**src/sv/lsa_pkg.sv**
```systemverilog
package lsa_pkg;

    // Default table depth and the fixed width of the reported slot index.
    localparam int SLOTS_DEFAULT = 512;
    localparam int SLOT_W        = 9;

    localparam logic [15:0] MIN_LIFE_RESET = 16'd25;

    // Item kinds.
    localparam logic [1:0] KIND_SET_TIME = 2'd0;
    localparam logic [1:0] KIND_ALLOC    = 2'd1;
    localparam logic [1:0] KIND_CLEAR    = 2'd2;

    typedef struct packed {
        logic [1:0]  kind;
        logic [31:0] time_ms;
        logic [15:0] owner_id;
        logic [2:0]  prim_type;
        logic        forever_req;
        logic [23:0] lifetime_ms;
    } lsa_in_t;

    typedef struct packed {
        logic              granted;
        logic [SLOT_W-1:0] slot;
    } lsa_out_t;

    // One table entry as it sits in the slot memory.
    typedef struct packed {
        logic [2:0]  prim_type;
        logic [15:0] owner;
        logic        forever_mark;
        logic [31:0] expiry;
    } lsa_entry_t;

endpackage

```
**src/sv/lsa_match.sv**
```systemverilog
module lsa_match (
    input  lsa_pkg::lsa_entry_t entry,
    input  logic [15:0]         owner_id,
    input  logic [31:0]         now_ms,
    output logic                free
);
    import lsa_pkg::*;

    logic is_empty;
    logic is_expired;
    logic same_owner;

    // A slot is usable when empty, expired, or already held by this nonzero owner.
    assign is_empty   = (entry.prim_type == 3'd0);
    assign is_expired = !entry.forever_mark && (entry.expiry < now_ms);
    assign same_owner = (owner_id != 16'd0) && (entry.owner == owner_id);
    assign free       = is_empty || is_expired || same_owner;

endmodule

```
**config.mk**
```make
export PLATFORM = sky130hd
export DESIGN_NAME = lsa_match
export DESIGN_NICKNAME = d
export VERILOG_FILES = /design/src/sv/lsa_pkg.sv /design/src/sv/lsa_match.sv
export SDC_FILE = /design/constraint.sdc
export NUM_CORES = 1
export LEC_CHECK = 0
export CORE_ASPECT_RATIO = 0.5
export CORE_MARGIN = 4
export CORE_UTILIZATION = 25
export DETAILED_ROUTE_END_ITERATION = 16
export DONT_BUFFER_PORTS = 1
export SLEW_MARGIN = 30
export SYNTH_ARGS = -nofsm -noshare
export SYNTH_HDL_FRONTEND = slang
export SYNTH_SLANG_ARGS = --single-unit
```
**constraint.sdc**
```tcl
create_clock -name vclk -period 1.4
set_input_delay 0 -clock vclk [all_inputs]
set_output_delay 0 -clock vclk [all_outputs]
set_load 0.03 [all_outputs]
```
==> summary.md <==
| Metric | Value |
|---|---|
| Met3 usage | 0.01992 |
| Dpl ws | 0.04453 ns |
| Grt ovf | 0 |
| Clkbuf count | 0 |
| Syn. warnings | 0 |
| RSZ-0062 raised after global routing | no |
| WL final | 2825 µm |
| Cells after Synth | 139 |
| GPL Wtd Cong | 0.6905 |
| Initial antenna violation count | 0 |
| PortBufs | 0 |
| CP arrival | 1.28 ns |
| M1 GR Usage | 0.1069 |
| Num rows | 15 |
| Critical Path, Cell by Cell | inv_1 -> ha_4 -> a21oi_1 -> a21boi_0 -> o31ai_1 -> o211ai_1 -> o21ai_2 -> buf_6 |
| PwrDens | 238.5 nW/µm² |
| Top-level port count | 101 |
| Final setup TNS | 0 ns |
| Gr usage total | 0.09841 |
| Vias in the first global route | 1012 |
| DR vias/cell | 4.990 |
| P&R area growth vs syn | 11.79% |
| Worst min path class | in -> out |
| Starting Density | 0.2753 |
| Final Hold Viols | 0 |
| Largest net degree at the start of global routing | 5 |
| N_diodes | 0 |
| First-pass GRT wire length | 4271 µm |
| Worst slew pin tran | 0.4035 ns |
| Final setup violation count | 0 |
| Synth top area share | 0.3890 |
| Die Height | 52.66 µm |
| Syn_area_per_cell | 7.174 µm² |
| Data required time of the worst path | 1.40 ns |
| Via count | 953 |
| DRT iter0 DRCs | 9 |
| Die width | 97.32 µm |
| Initial DRT Pass Iterations | 3 |
| Area contributors post-synth | ha_1 (39%), xnor2_1 (14%), inv_1 (12%) |
| Register area | 0 µm² |
| Crit end category | output pin |
| Crit-path max FO | 3 |
| Area leader, netlist | ha_1 |
| Seq Cell Count | 0 |
| Wirelength per Cell | 14.79 µm |
| Antenna Nets Post-Route | 0 |
| Synth Cell Area | 997.2 µm² |
| Sequential share of the synthesized area | 0 |
| Hpwl dp | 2764 µm |
| Peak Freq | 778.3 MHz |
| Critical Path End | free |
| Slew Limit Fails | 0 |
| Max VDD drop | 0.06918 mV |
| Setup CP Type | in -> out |
| Core box area | 3622 µm² |
| Residual DRC | 0 |
| Crit start category | input port |
| Syn_nets | 270 |
| Final worst-path cycle share | 0.9178 |
| Post-layout min period | 1.285 ns |
| Leakage | 0.5522 nW |
| Max stage delay cell, worst path | o31ai_1 |
| Die area | 5125 µm² |
| Netlist cell types | 22 |
| CP startpoint | now_ms[22] |
| Final net count | 273 |
| Met2 GRT Util | 0.2123 |
| Rel. slew slack | 0.7285 |
| GRT Max-Usage Layer | met2 |
| Status | complete, no violations |
| Final Worst Setup Slack | 0.1151 ns |
| Max-cap violation count | 0 |
| Total power | 0.2659 mW |
| CP peak stage delay | 0.30 ns |
| Fraction of layout cells with a size suffix above 1 | 0.05714 |
worst min-delay path by stage:
stage                    from   end  slack, ns  cells after the start
CTS                 entry[32]  free       0.38                      4
global placement    entry[32]  free       0.38                      4
global route        entry[32]  free       0.38                      4
detailed placement  entry[32]  free       0.38                      4
floorplan           entry[32]  free       0.25                      3
finish              entry[32]  free       0.33                      4
through the flow:
step / cell area [µm²] / hold slack, ns / std cells / utilization
after CTS: 1072 / 0.3768 / 191 / 0.2960
final: 1115 / 0.3348 / 191 / 0.3078
after global routing: 1115 / 0.3764 / 191 / 0.3078
after floorplan: 1001 / 0.2528 / 139 / -
after detailed placement: 1072 / 0.3768 / 191 / 0.2960
after global placement: 1072 / 0.3782 / 191 / 0.2960
area by class of cell:
cell class | count | area [µm²]
fill | 396 | 2507
inverter | 33 | 123.9
multi-input combinational | 106 | 915.9
tap | 51 | 63.81
timing repair buffer | 1 | 11.26
synthesized netlist by cell type:
| library cell | count |
|---|---|
| nand3_1 | 5 |
| nor4_1 | 5 |
| o21ai_1 | 1 |
| nor2_1 | 4 |
| o31ai_1 | 1 |
| nor3_1 | 2 |
| a32oi_1 | 1 |
| xnor2_1 | 16 |
| a21o_1 | 2 |
| o211ai_1 | 1 |
| a31oi_1 | 1 |
| o21ai_0 | 3 |
| inv_1 | 33 |
| ha_1 | 31 |
| a221oi_1 | 1 |
| nand2b_4 | 1 |
| nand2_1 | 6 |
| a2111o_1 | 1 |
| a21oi_1 | 10 |
| a21boi_0 | 1 |
| nand4_1 | 10 |
| a211oi_1 | 3 |
worst max-delay path: cells and delay by family:
family | cells | cell delay [ns]
buffers and inverters | 2 | 0.21
adder cells (fa/ha/maj) | 1 | 0.21
AO/OA/AOI/OAI | 5 | 0.85
logic make-up (layout without fill, tap and decap cells):
kind of cell | after synthesis | count (layout) | synth area share
AOI/OAI and AO/OA | 26 | 26 | 0.1656
xor gates and xnor gates | 16 | 16 | 0.1405
adders and majority gates | 31 | 31 | 0.3890
buffers and inverters | 33 | 34 | 0.1242
and+or+nand+nor | 33 | 33 | 0.1807
repair_timing:
action | in CTS | in global routing
hold buffers | 0 | 0
gates resized for setup | 0 | 6
setup buffers | 0 | 0
endpoints found under the setup margin | 0 | 1
layout by cell type, fill, tap and decap left out:
| cell type | Yosys | final |
|---|---|---|
| nand2b_4 | 1 | 1 |
| a21oi_2 | 0 | 1 |
| nor2_1 | 4 | 4 |
| nand3_1 | 5 | 5 |
| a2111o_1 | 1 | 1 |
| nor3_2 | 0 | 1 |
| a21o_1 | 2 | 2 |
| a211oi_2 | 0 | 1 |
| ha_4 | 0 | 2 |
| a31oi_1 | 1 | 1 |
| a21boi_0 | 1 | 1 |
| nand2_1 | 6 | 6 |
| xnor2_1 | 16 | 16 |
| a32oi_1 | 1 | 1 |
| nand4_1 | 10 | 10 |
| o31ai_1 | 1 | 1 |
| a21oi_1 | 10 | 9 |
| o21ai_2 | 0 | 1 |
| nor3_1 | 2 | 1 |
| a211oi_1 | 3 | 2 |
| o211ai_1 | 1 | 1 |
| nor4_1 | 5 | 5 |
| o21ai_0 | 3 | 3 |
| inv_1 | 33 | 33 |
| a221oi_1 | 1 | 1 |
| buf_6 | 0 | 1 |
| ha_1 | 31 | 29 |
per-layer routing:
| layer | routed length (µm) | vias to the layer above |
|---|---|---|
| met1 | 1058 | 434 |
| met5 | 0 | - |
| met2 | 1612 | 27 |
| li1 | - | 492 |
| met3 | 154 | 0 |
| met4 | 0 | 0 |
report_power, final:
part	internal (mW)	switching (mW)	leakage, nW
Sequential	0	0	0
Combinational	0.139	0.127	0.552
Clock	0	0	0
Note: power is estimated with default switching activity, not from simulation.
